--- config.mk ---
export PLATFORM = sky130hd
export DESIGN_NAME = rgb_to_patterned_mono_packer_core
export DESIGN_NICKNAME = d
export VERILOG_FILES = /design/src/hdl/rtpm_pkg.sv /design/src/hdl/rtpm_classify.sv /design/src/hdl/rtpm_packer.sv /design/src/hdl/rgb_to_patterned_mono_packer_core.sv
export SDC_FILE = /design/constraint.sdc
export NUM_CORES = 1
export LEC_CHECK = 0
export BUFFER_PORTS_ARGS = -buffer_cell sky130_fd_sc_hd__buf_2
export CAP_MARGIN = 15
export CELL_PAD_IN_SITES_DETAIL_PLACEMENT = 1
export CELL_PAD_IN_SITES_GLOBAL_PLACEMENT = 2
export CORE_UTILIZATION = 39
export DETAILED_ROUTE_END_ITERATION = 16
export GPL_ROUTABILITY_DRIVEN = 1
export PLACE_DENSITY_LB_ADDON = 0.2
export SYNTH_ARGS = -nofsm -noshare
export SYNTH_HDL_FRONTEND = slang
export SYNTH_SLANG_ARGS = --single-unit
--- constraint.sdc ---
create_clock -name clk -period 6.11 [get_ports clk]
set_input_delay 1.222 -clock clk [delete_from_list [all_inputs] [get_ports clk]]
set_output_delay 1.222 -clock clk [all_outputs]
set_load 0.01 [all_outputs]
--- src/hdl/rtpm_pkg.sv ---
// Shared types, constants and lookup tables for the patterned mono packer.
// No dependencies; every other file in hdl/ refers to this package by scoped names.
package rtpm_pkg;

	localparam int NUM_PATTERN_ENTRIES = 6;
	localparam int ENTRY_REG_COUNT     = 6;
	localparam int STRIPE_PERIOD       = 6;
	localparam int DOT_PERIOD          = 8;
	localparam int WIDEN_STEPS         = 8;

	localparam int STRIPE_W   = (STRIPE_PERIOD > 1) ? $clog2(STRIPE_PERIOD) : 1;
	localparam int REG_IDX_W  = 3;
	localparam int CFG_DATA_W = 28;

	// Register indexes on the configuration port.
	localparam logic [REG_IDX_W-1:0] REG_ENTRY_0    = REG_IDX_W'(0);
	localparam logic [REG_IDX_W-1:0] REG_ENTRY_1    = REG_IDX_W'(1);
	localparam logic [REG_IDX_W-1:0] REG_ENTRY_2    = REG_IDX_W'(2);
	localparam logic [REG_IDX_W-1:0] REG_ENTRY_3    = REG_IDX_W'(3);
	localparam logic [REG_IDX_W-1:0] REG_ENTRY_4    = REG_IDX_W'(4);
	localparam logic [REG_IDX_W-1:0] REG_ENTRY_5    = REG_IDX_W'(5);
	localparam logic [REG_IDX_W-1:0] REG_DARK_LIMIT = REG_IDX_W'(ENTRY_REG_COUNT);

	localparam logic [9:0] DARK_LIMIT_RESET = 10'd719;

	// Fill pattern codes.
	localparam logic [2:0] PAT_OFF      = 3'd0;
	localparam logic [2:0] PAT_VERT     = 3'd1;
	localparam logic [2:0] PAT_HORIZ    = 3'd2;
	localparam logic [2:0] PAT_RSL      = 3'd3;
	localparam logic [2:0] PAT_LSL      = 3'd4;
	localparam logic [2:0] PAT_SOLID    = 3'd5;
	localparam logic [2:0] PAT_DOTS     = 3'd6;
	localparam logic [2:0] PAT_RESERVED = 3'd7;

	typedef struct packed {
		logic        widen;
		logic [2:0]  code;
		logic [23:0] colour;
	} entry_t;

	typedef struct packed {
		logic [7:0]  red;
		logic [7:0]  green;
		logic [7:0]  blue;
		logic [11:0] pixel_column;
		logic [11:0] pixel_row;
		logic        row_end;
	} in_t;

	typedef struct packed {
		logic [7:0] packed_byte;
		logic       row_done;
	} out_t;

	// One classified pixel handed from the classifier to the packer.
	typedef struct packed {
		logic valid;
		logic white;
		logic row_end;
	} mono_t;

	typedef logic [255:0][STRIPE_W-1:0] lo_tab_t;
	typedef logic [15:0][STRIPE_W-1:0]  hi_tab_t;

	function automatic lo_tab_t build_stripe_lo();
		lo_tab_t t;
		for (int i = 0; i < 256; i++) begin
			t[i] = STRIPE_W'(i % STRIPE_PERIOD);
		end
		return t;
	endfunction

	function automatic hi_tab_t build_stripe_hi();
		hi_tab_t t;
		for (int i = 0; i < 16; i++) begin
			t[i] = STRIPE_W'((i * 256) % STRIPE_PERIOD);
		end
		return t;
	endfunction

	localparam lo_tab_t STRIPE_LO = build_stripe_lo();
	localparam hi_tab_t STRIPE_HI = build_stripe_hi();

	// Residue of a 12-bit coordinate modulo the stripe period: the low byte and the
	// high nibble are reduced by table, and their sum needs one correction at most.
	function automatic logic [STRIPE_W-1:0] stripe_mod(input logic [11:0] x);
		logic [STRIPE_W:0] s;
		s = {1'b0, STRIPE_LO[x[7:0]]} + {1'b0, STRIPE_HI[x[11:8]]};
		if (s >= (STRIPE_W+1)'(STRIPE_PERIOD)) begin
			s = s - (STRIPE_W+1)'(STRIPE_PERIOD);
		end
		return s[STRIPE_W-1:0];
	endfunction

endpackage

--- src/hdl/rtpm_classify.sv ---
// Pixel classifier: colour matching against the pattern entries, fill patterns
// and the dark threshold, all combinational. Depends on rtpm_pkg.
module rtpm_classify (
	input  logic                                               valid,
	input  rtpm_pkg::in_t                                      pixel,
	input  rtpm_pkg::entry_t [rtpm_pkg::ENTRY_REG_COUNT-1:0]   entries,
	input  logic [9:0]                                         dark_limit,
	output rtpm_pkg::mono_t                                    mono
);

	localparam logic [rtpm_pkg::STRIPE_W-1:0] STRIPE_LAST =
		rtpm_pkg::STRIPE_W'(rtpm_pkg::STRIPE_PERIOD - 1);

	logic [23:0]                   pix;
	logic [9:0]                    rgb_sum;
	logic [rtpm_pkg::STRIPE_W-1:0] col_m, row_m, sum_m, dif_m;
	logic [rtpm_pkg::STRIPE_W:0]   sum_w, dif_w;
	logic                          dot_hit;
	logic                          white;

	logic [rtpm_pkg::NUM_PATTERN_ENTRIES-1:0] hit;
	logic [rtpm_pkg::NUM_PATTERN_ENTRIES-1:0] pat_white;

	assign pix     = {pixel.red, pixel.green, pixel.blue};
	assign rgb_sum = 10'(pixel.red) + 10'(pixel.green) + 10'(pixel.blue);

	assign col_m = rtpm_pkg::stripe_mod(pixel.pixel_column);
	assign row_m = rtpm_pkg::stripe_mod(pixel.pixel_row);

	// Sum and difference residues are rebuilt from the two coordinate residues;
	// the difference is wrapped into the non-negative range.
	always_comb begin
		sum_w = {1'b0, col_m} + {1'b0, row_m};
		if (sum_w >= (rtpm_pkg::STRIPE_W+1)'(rtpm_pkg::STRIPE_PERIOD)) begin
			sum_w = sum_w - (rtpm_pkg::STRIPE_W+1)'(rtpm_pkg::STRIPE_PERIOD);
		end
		if (col_m >= row_m) begin
			dif_w = {1'b0, col_m} - {1'b0, row_m};
		end else begin
			dif_w = {1'b0, col_m} + (rtpm_pkg::STRIPE_W+1)'(rtpm_pkg::STRIPE_PERIOD)
				- {1'b0, row_m};
		end
	end

	assign sum_m = sum_w[rtpm_pkg::STRIPE_W-1:0];
	assign dif_m = dif_w[rtpm_pkg::STRIPE_W-1:0];

	assign dot_hit = ((pixel.pixel_column % rtpm_pkg::DOT_PERIOD) == 0)
		&& ((pixel.pixel_row % rtpm_pkg::DOT_PERIOD) == 0);

	for (genvar i = 0; i < rtpm_pkg::NUM_PATTERN_ENTRIES; i++) begin : g_entry
		logic [24:0] diff;
		logic [23:0] mag;
		logic        grey_hit;

		assign diff = {1'b0, pix} - {1'b0, entries[i].colour};
		assign mag  = diff[24] ? (24'(~diff[23:0]) + 24'd1) : diff[23:0];

		// A multiple k of the grey step with a small k has three equal bytes, all k.
		assign grey_hit = entries[i].widen
			&& (mag[23:16] == mag[15:8]) && (mag[15:8] == mag[7:0])
			&& (mag[7:0] <= 8'(rtpm_pkg::WIDEN_STEPS));

		always_comb begin
			hit[i] = 1'b0;
			if (entries[i].code != rtpm_pkg::PAT_OFF
					&& entries[i].code != rtpm_pkg::PAT_RESERVED) begin
				hit[i] = (mag == 24'd0) || grey_hit;
			end
		end

		always_comb begin
			case (entries[i].code)
				rtpm_pkg::PAT_VERT:  pat_white[i] = (col_m != STRIPE_LAST);
				rtpm_pkg::PAT_HORIZ: pat_white[i] = (row_m != STRIPE_LAST);
				rtpm_pkg::PAT_RSL:   pat_white[i] = (sum_m != STRIPE_LAST);
				rtpm_pkg::PAT_LSL:   pat_white[i] = (dif_m != STRIPE_LAST);
				rtpm_pkg::PAT_SOLID: pat_white[i] = 1'b0;
				rtpm_pkg::PAT_DOTS:  pat_white[i] = !dot_hit;
				default:             pat_white[i] = 1'b1;
			endcase
		end
	end

	// Higher entries are visited later and so take priority.
	always_comb begin
		white = (rgb_sum >= dark_limit);
		for (int i = 0; i < rtpm_pkg::NUM_PATTERN_ENTRIES; i++) begin
			if (hit[i]) begin
				white = pat_white[i];
			end
		end
	end

	assign mono.valid   = valid;
	assign mono.white   = white;
	assign mono.row_end = pixel.row_end;

endmodule

--- src/hdl/rtpm_packer.sv ---
// Bit packer: gathers mono pixels MSB first into a byte and holds finished bytes
// in the output register. Depends on rtpm_pkg.
module rtpm_packer (
	input  logic            clk,
	input  logic            arst_n,
	input  rtpm_pkg::mono_t mono,
	output logic            take,
	output logic            out_valid,
	input  logic            out_ready,
	output rtpm_pkg::out_t  out_data
);

	logic [7:0]     acc_q;
	logic [2:0]     pos_q;
	logic           out_valid_q;
	rtpm_pkg::out_t out_data_q;

	logic [7:0] acc_next;
	logic       emit;

	assign acc_next = acc_q | (8'(mono.white) << (3'd7 - pos_q));
	assign emit     = (pos_q == 3'd7) || mono.row_end;

	// A pixel that completes no byte never waits on the output side.
	assign take = mono.valid && (!emit || !out_valid_q || out_ready);

	always_ff @(posedge clk or negedge arst_n) begin
		if (!arst_n) begin
			acc_q       <= '0;
			pos_q       <= '0;
			out_valid_q <= 1'b0;
		end else begin
			if (take && emit) begin
				acc_q       <= '0;
				pos_q       <= '0;
				out_valid_q <= 1'b1;
			end else begin
				if (take) begin
					acc_q <= acc_next;
					pos_q <= pos_q + 3'd1;
				end
				if (out_ready) begin
					out_valid_q <= 1'b0;
				end
			end
		end
	end

	always_ff @(posedge clk) begin
		if (take && emit) begin
			out_data_q.packed_byte <= acc_next;
			out_data_q.row_done    <= mono.row_end;
		end
	end

	assign out_valid = out_valid_q;
	assign out_data  = out_data_q;

endmodule

--- src/hdl/rgb_to_patterned_mono_packer_core.sv ---
// A pixel passes the input register; the byte it completes is held in the packer's output register.
// Throughput: one pixel per cycle; only a completing pixel waits on a full output register.
// Reset clears the pattern entries, sets the dark limit to 719 and empties the packer.
// Top level: configuration registers, input register, classifier and packer.
// Depends on rtpm_pkg, rtpm_classify and rtpm_packer.
module rgb_to_patterned_mono_packer_core (
	input  logic                                clk,
	input  logic                                arst_n,
	input  logic                                wr_en,
	input  logic [rtpm_pkg::REG_IDX_W-1:0]      wr_index,
	input  logic [rtpm_pkg::CFG_DATA_W-1:0]     wr_data,
	input  logic                                in_valid,
	output logic                                in_ready,
	input  rtpm_pkg::in_t                       in_data,
	output logic                                out_valid,
	input  logic                                out_ready,
	output rtpm_pkg::out_t                      out_data
);

	rtpm_pkg::entry_t [rtpm_pkg::ENTRY_REG_COUNT-1:0] entries_q;
	logic [9:0]                                       dark_limit_q;

	always_ff @(posedge clk or negedge arst_n) begin
		if (!arst_n) begin
			entries_q    <= '0;
			dark_limit_q <= rtpm_pkg::DARK_LIMIT_RESET;
		end else if (wr_en) begin
			if (wr_index < rtpm_pkg::REG_DARK_LIMIT) begin
				entries_q[wr_index] <= wr_data;
			end else if (wr_index == rtpm_pkg::REG_DARK_LIMIT) begin
				dark_limit_q <= wr_data[9:0];
			end
		end
	end

	rtpm_pkg::in_t   pixel_s1;
	logic            valid_s1;
	logic            take;
	rtpm_pkg::mono_t mono;

	assign in_ready = !valid_s1 || take;

	always_ff @(posedge clk or negedge arst_n) begin
		if (!arst_n) begin
			valid_s1 <= 1'b0;
		end else if (in_valid && in_ready) begin
			valid_s1 <= 1'b1;
		end else if (take) begin
			valid_s1 <= 1'b0;
		end
	end

	always_ff @(posedge clk) begin
		if (in_valid && in_ready) begin
			pixel_s1 <= in_data;
		end
	end

	rtpm_classify u_classify (
		.valid      (valid_s1),
		.pixel      (pixel_s1),
		.entries    (entries_q),
		.dark_limit (dark_limit_q),
		.mono       (mono)
	);

	rtpm_packer u_packer (
		.clk       (clk),
		.arst_n    (arst_n),
		.mono      (mono),
		.take      (take),
		.out_valid (out_valid),
		.out_ready (out_ready),
		.out_data  (out_data)
	);

endmodule
==> results of run 1 <==
worst min-delay path: cells and delay by family, from the launching register on:
family          cells  cell delay (ns)
simple gates        1             0.07
compound gates      1             0.05
flops               1             0.34
worst paths after layout:
path                                                    start                              to  cells past startpoint
worst max-delay path                   pixel_s1[31]$_DFFE_PP_  u_packer.out_data[7]$_DFFE_PP_                     22
min in group asynchronous                              arst_n       entries_q[27]$_DFFE_PN0P_                      1
worst max register to register         pixel_s1[31]$_DFFE_PP_  u_packer.out_data[7]$_DFFE_PP_                     22
worst min register to register  u_packer.acc_q[2]$_DFFE_PN0P_   u_packer.acc_q[2]$_DFFE_PN0P_                      2
max in group asynchronous                              arst_n      entries_q[136]$_DFFE_PN0P_                      2
worst min-delay path            u_packer.acc_q[2]$_DFFE_PN0P_   u_packer.acc_q[2]$_DFFE_PN0P_                      2
area by class of cell:
class | instances | share of cell area
Tap cell | 940 | 0.0352
Timing Repair Buffer | 401 | 0.0853
Clock buffer | 48 | 0.0321
Clock inverter | 20 | 0.00600
Inverter | 248 | 0.0279
Multi-Input combinational cell | 2834 | 0.611
Antenna cell | 5 | 0.000375
Sequential cell | 259 | 0.202
logic make-up (layout without fill, tap and decap cells):
logic type / count (synthesis) / count (layout)
and+or+nand+nor: 1176 / 1176
AOI/OAI and AO/OA: 1035 / 1036
buffers and inverters: 378 / 717
DFF: 259 / 259
xor gates and xnor gates: 248 / 248
adders and majority gates: 214 / 214
muxes: 160 / 160
other: 0 / 5
per-stage QoR:
step	std cells	total power [µW]	hold slack, ns	cell area (µm²)
after floorplan	3470	8060	0.427	27900
after global placement	4640	10800	0.450	31100
after detailed placement	4640	11100	0.466	31100
after CTS	4721	13500	0.490	32600
after global routing	4752	14800	0.507	33400
final	4755	13900	0.492	33400
cells in the mapped netlist (17+ instances only):
cell	number
a31oi_1	45
edfxtp_1	58
xor2_1	83
ha_1	202
dfrtp_1	184
nand2b_1	30
and2_1	32
nand2_1	336
nand4_1	52
o21ai_0	255
nor2_1	239
a211oi_1	50
or3_1	41
and4_1	17
mux2i_1	65
o211ai_1	37
a21oi_1	219
xnor2_1	161
a21o_1	52
nand3_1	97
nor3_1	102
clkbuf_1	110
o31ai_1	32
mux2_2	95
or2_2	18
nor2b_1	42
o21a_1	28
inv_1	247
and3_1	41
o2111ai_1	22
nor4_1	39
report_power, final:
part	switching (µW)	leakage, µW	internal, µW
clock	925	0.000626	1370
combinational	5590	0.0105	3700
sequential	181	0.00297	2090
total	6700	0.0141	7150
flip-flops by register name (all words and copies together) (netlist names), 3 cells and up, named ones only:
signal / flops
dark_limit_q: 10
entries_q: 168
pixel_s1: 49
u_packer.acc_q: 8
u_packer.out_data: 9
u_packer.pos_q: 3
layer usage:
layer,global-route usage,share of wire
met5,0,0
met4,0.121,0.042
met3,0.0356,0.042
met2,0.541,0.48
met1,0.407,0.44
repair_timing:
action | CTS | global route
setup endpoints to repair | 16 | 16
gates cloned | 0 | 1
endpoints found under the hold margin | 0 | 0
setup buffers | 13 | 28
pin swaps | 8 | 42
resized for setup | 35 | 106
==> reports/qor.yml, run 1 <==
dp_hpwl_um: 91100
rows: 97
syn_area_mm2: 0.0279
mostFrequentLayoutCells: "335 x nand2_1, 298 x buf_4, 249 x o21ai_0, 246 x inv_1, 236 x nor2_1"
path_clk_slew_ns: 0.07
endpoint_kind: "register"
path_class: "reg -> reg"
synth_top_family_by_area: "compound AO/OA/AOI/OAI gates"
overflow: 0
cp_slowest_cell: "or4b_1"
synth_area_per_cell_um2: 8.04
cp_cell_sequence: "buf_4 > ha_1 > nand2_1 > a21oi_2 > nand2_1 > a31oi_1 > or4b_1 > a311oi_4 > nor3b_2 > buf_4 > a41oi_1 > xor2_1 > and3b_1 > o21ai_0 > o41ai_2 > buf_4 > nor2b_1 > o32a_1 > buf_4 > o21ai_4 > and2b_1 > a31o_1"
synth.distinct_cells: 119
multi_input_area_mm2: 0.0204
required_ns: 6.43
cp_data_arrival_time_ns: 6.27
synth_edf_count: 58
slew_violations: 0
fin_crit_ns: 5.95
cp.buffers_inverters: 4
nets: 4080
core_mm2: 0.0704
syn_nets: 3769
h-tree-depth: 2
clk_latency_ns: 0.58
drc: 0
reg2reg_slack_ns: 0.16
track_usage: 0.316
drtIter0Drc: 2291
yosysTopAreaCell: "dfrtp_1"
synthSimpleGateAreaFrac: 0.214
finalSetupTns_ns: 0
synth_compound_area_frac: 0.253
hold_viol: 0
initial_core_util: 0.396
grt_first_pass_wirelength_um: 180000
fillers: 8537
netlist_top_cells_area: "dfrtp_1 17%, ha_1 9.1%, edfxtp_1 6.2%"
layout_commonest_cell: "nand2_1"
slowest_delay_ns: 0.54
power_density_mw_per_mm2: 415
cts_hold_buf: 0
io_pins: 96
ys_async_sr_fraction: 0.737
die_w_um: 269
yosys_warnings: 0
cp-start-kind: "register"
synth.mux.area_fraction: 0.0617
clk_path_buf_depth: 3
hold_path.class: "reg -> reg"
ir_drop_mv: 0.244
drv_cap: 0
dr.pass1.iters: 5
tightest_slew_ns: 1.20
netlist_instances: 3470
root_buffer: "clkbuf_16"
area_growth_pct: 19.6
worstPathMaxFanout: 7
seq_area_mm2: 0.00673
synthDominantCellAreaShare: 0.165
p_leak_uw: 0.0141
synthAdderAreaFrac: 0.0992
die-area_mm2: 0.0726
fin_util: 0.474
cts_tree: "built"
synth_flop_cell: "dfrtp_1"
routabilityCongestion: 0.979
status: "finished clean"
ys_seq_elements: 259
cp_top_family: "compound AO/OA/AOI/OAI gates"
drt.antenna.violating_nets: 0
totalWireLength_um: 118000
viasPerCell: 6.10
cts_buffers: 37
yosysSeqAreaShare: 0.241
layout_setup_ws_ns: 0.160
cts_sinks: 259
io_buffer_count: 95
wire_per_inst_um: 24.8
finalSetupViolCount: 0
max_freq_mhz: 168
drive_gt1_frac: 0.199
first_global_vias: 29695
finalCritPeriodShare: 0.974
grt_antenna_before_repair: 7
max_slew_margin: 0.191
grt_max_degree: 101
cp_common_cell: "buf_4"
die_h_um: 269
pre_cts_ws_ns: -0.339
skew_ns: 0.0189
synth_xor_area_frac: 0.0792
vias: 29012
(Power assumes the default switching activity.)
==> run 2: changes to the inputs <==
CELL_PAD_IN_SITES_DETAIL_PLACEMENT = 2   (was 1)
SLEW_MARGIN = 10   (was unset)
TNS_END_PERCENT = 50   (was unset)
==> reports/qor.yml, run 2 (same netlist as run 1, synthesis figures left out) <==
status: "finished clean"  # unchanged
grt_max_degree: 101  # unchanged
drc: 0  # unchanged
cp-start-kind: "register"  # unchanged
cts_tree: "built"  # unchanged
slowest_delay_ns: 0.63  # was 0.54 ns
drive_gt1_frac: 0.207  # was 0.199
mostFrequentLayoutCells: "334 x nand2_1, 304 x buf_4, 245 x inv_1, 244 x o21ai_0, 235 x nor2_1"  # was 335 x nand2_1, 298 x buf_4, 249 x o21ai_0, 246 x inv_1, 236 x nor2_1
track_usage: 0.349  # was 0.316
hold_start: "pixel_s1[0]$_DFFE_PP_"  # was u_packer.acc_q[2]$_DFFE_PN0P_
cp_cell_sequence: "ha_1 > a21oi_1 > o211ai_1 > a41oi_2 > or4b_1 > o21ai_4 > buf_4 > o2111ai_1 > or4_4 > or4_1 > or4_1 > o41ai_2 > a211oi_2 > buf_4 > o21ai_4 > o21ai_4 > and2b_1 > a31o_1"  # was buf_4 > ha_1 > nand2_1 > a21oi_2 > nand2_1 > a31oi_1 > or4b_1 > a311oi_4 > nor3b_2 > buf_4 > a41oi_1 > xor2_1 > and3b_1 > o21ai_0 > o41ai_2 > buf_4 > nor2b_1 > o32a_1 > buf_4 > o21ai_4 > and2b_1 > a31o_1
finalSetupViolCount: 0  # unchanged
fin_crit_ns: 6.09  # was 5.95 ns
p_leak_uw: 0.0141  # about the same
viasPerCell: 6.27  # was 6.10
nets: 4087  # was 4080
io_pins: 96  # unchanged
path_clk_slew_ns: 0.06  # was 0.07 ns
reg_top3: "entries_q (168), pixel_s1 (49), dark_limit_q (10)"  # unchanged
area_growth_pct: 20.5  # was 19.6%
totalWireLength_um: 131000  # was 118000 µm
cts_sinks: 259  # unchanged
skew_ns: 0.0269  # was 0.0189 ns
drt.antenna.violating_nets: 0  # unchanged
hold_viol: 0  # unchanged
cts_buffers: 36  # was 37
initial_core_util: 0.396  # unchanged
dp_hpwl_um: 99600  # was 91100 µm
endpoint_kind: "register"  # unchanged
die_w_um: 269  # unchanged
cp_slowest_cell: "or4b_1"  # unchanged
finalPower_uw: 14100  # was 13900 µW
routabilityCongestion: 0.979  # unchanged
first_global_vias: 32249  # was 29.7k
grt_antenna_before_repair: 8  # was 7
clk_latency_ns: 0.55  # was 0.58 ns
largest_register: "entries_q"  # unchanged
core_mm2: 0.0704  # unchanged
power_density_mw_per_mm2: 420  # was 415 mW/mm²
vias: 29852  # was 29.0k
cp_data_arrival_time_ns: 6.40  # was 6.27 ns
hold_path.class: "reg -> reg"  # unchanged
wire_per_inst_um: 27.6  # was 24.8 µm
rows: 97  # unchanged
finalCritPeriodShare: 0.997  # was 0.974
max_freq_mhz: 164  # was 168 MHz
overflow: 0  # unchanged
r2r_start: "pixel_s1[42]$_DFFE_PP_"  # was pixel_s1[31]$_DFFE_PP_
ir_drop_mv: 0.221  # was 0.244 mV
fillers: 7823  # was 8537
layout_commonest_cell: "nand2_1"  # unchanged
pre_cts_ws_ns: -0.453  # was -0.339 ns
die-area_mm2: 0.0726  # unchanged
tightest_slew_ns: 0.988  # was 1.20 ns
io_buffer_count: 95  # unchanged
fin_util: 0.478  # was 0.474
cts_hold_buf: 0  # unchanged
required_ns: 6.42  # was 6.43 ns
layout_setup_ws_ns: 0.0191  # was 0.160 ns
grt_first_pass_wirelength_um: 198000  # was 180000 µm
h-tree-depth: 2  # unchanged
path_class: "reg -> reg"  # unchanged
drtIter0Drc: 1860  # was 2291
worstPathMaxFanout: 5  # was 7
root_buffer: "clkbuf_16"  # unchanged
drv_cap: 0  # unchanged
die_h_um: 269  # unchanged
finalSetupTns_ns: 0  # unchanged
max_slew_margin: 0.341  # was 0.191
cp_common_cell: "o21ai_4"  # was buf_4
slew_violations: 0  # unchanged
largest_reg_flops: 168  # unchanged
startpoint: "pixel_s1[42]$_DFFE_PP_"  # was pixel_s1[31]$_DFFE_PP_
dr.pass1.iters: 5  # unchanged
clk_path_buf_depth: 3  # unchanged
[run 2: cell type report]
type / count / area, µm² / area share
multi-input combinational: 2834 / 20700 / 0.616
tap: 940 / 1180 / 0.0350
sequential: 259 / 6730 / 0.200
timing repair buffer: 409 / 2940 / 0.0873
inverter: 248 / 931 / 0.0277
clock inverter: 20 / 174 / 0.00517
antenna: 7 / 17.5 / 0.000521
clock buffer: 45 / 935 / 0.0278
[run 2: where the power goes]
group	internal (µW)	total, µW	switching [µW]
sequential	2090	2290	198
clock	1180	2090	906
combinational	3780	9760	5980
total	7050	14100	7080
[run 2: routing by layer]
layer	global-route usage	up-vias	wire, µm
li1	-	13502	-
met1	0.436	15264	55400
met2	0.598	778	63100
met3	0.0327	306	5400
met4	0.179	2	7510
met5	0	-	13
[run 2: timing repair]
item,CTS,global route
setup buffers,22,27
endpoints found under the setup margin,16,16
cloned,0,1
pin swaps,11,52
gates resized for setup,51,146
[run 2: path summary, 6_finish.rpt]
path / end / slack (ns) / cells after the start
max in group asynchronous: valid_s1$_DFFE_PN0P_ / 4.11 / 2
setup / recovery: u_packer.out_data[7]$_DFFE_PP_ / 0.02 / 18
setup reg to reg: u_packer.out_data[7]$_DFFE_PP_ / 0.02 / 18
hold reg to reg: u_packer.out_data[0]$_DFFE_PP_ / 0.46 / 0
min in group asynchronous: dark_limit_q[4]$_DFFE_PN0P_ / 0.80 / 1
hold / removal: u_packer.out_data[0]$_DFFE_PP_ / 0.46 / 0
[run 2: stage by stage]
stage / cells / cell area, µm² / hold slack, ns
after floorplan: 3470 / 27900 / 0.427
after global placement: 4640 / 31100 / 0.450
after detailed placement: 4640 / 31100 / 0.451
after CTS: 4727 / 32600 / 0.466
after global routing: 4760 / 33600 / 0.481
final: 4762 / 33600 / 0.458
[run 2: critical path: cells and delay by family (launching register included)]
family,cells,cell delay [ns]
buf+inv,2,0.35
compound gates,10,2.22
simple gates,5,2.46
flops,1,0.45
fa+ha+maj,1,0.34
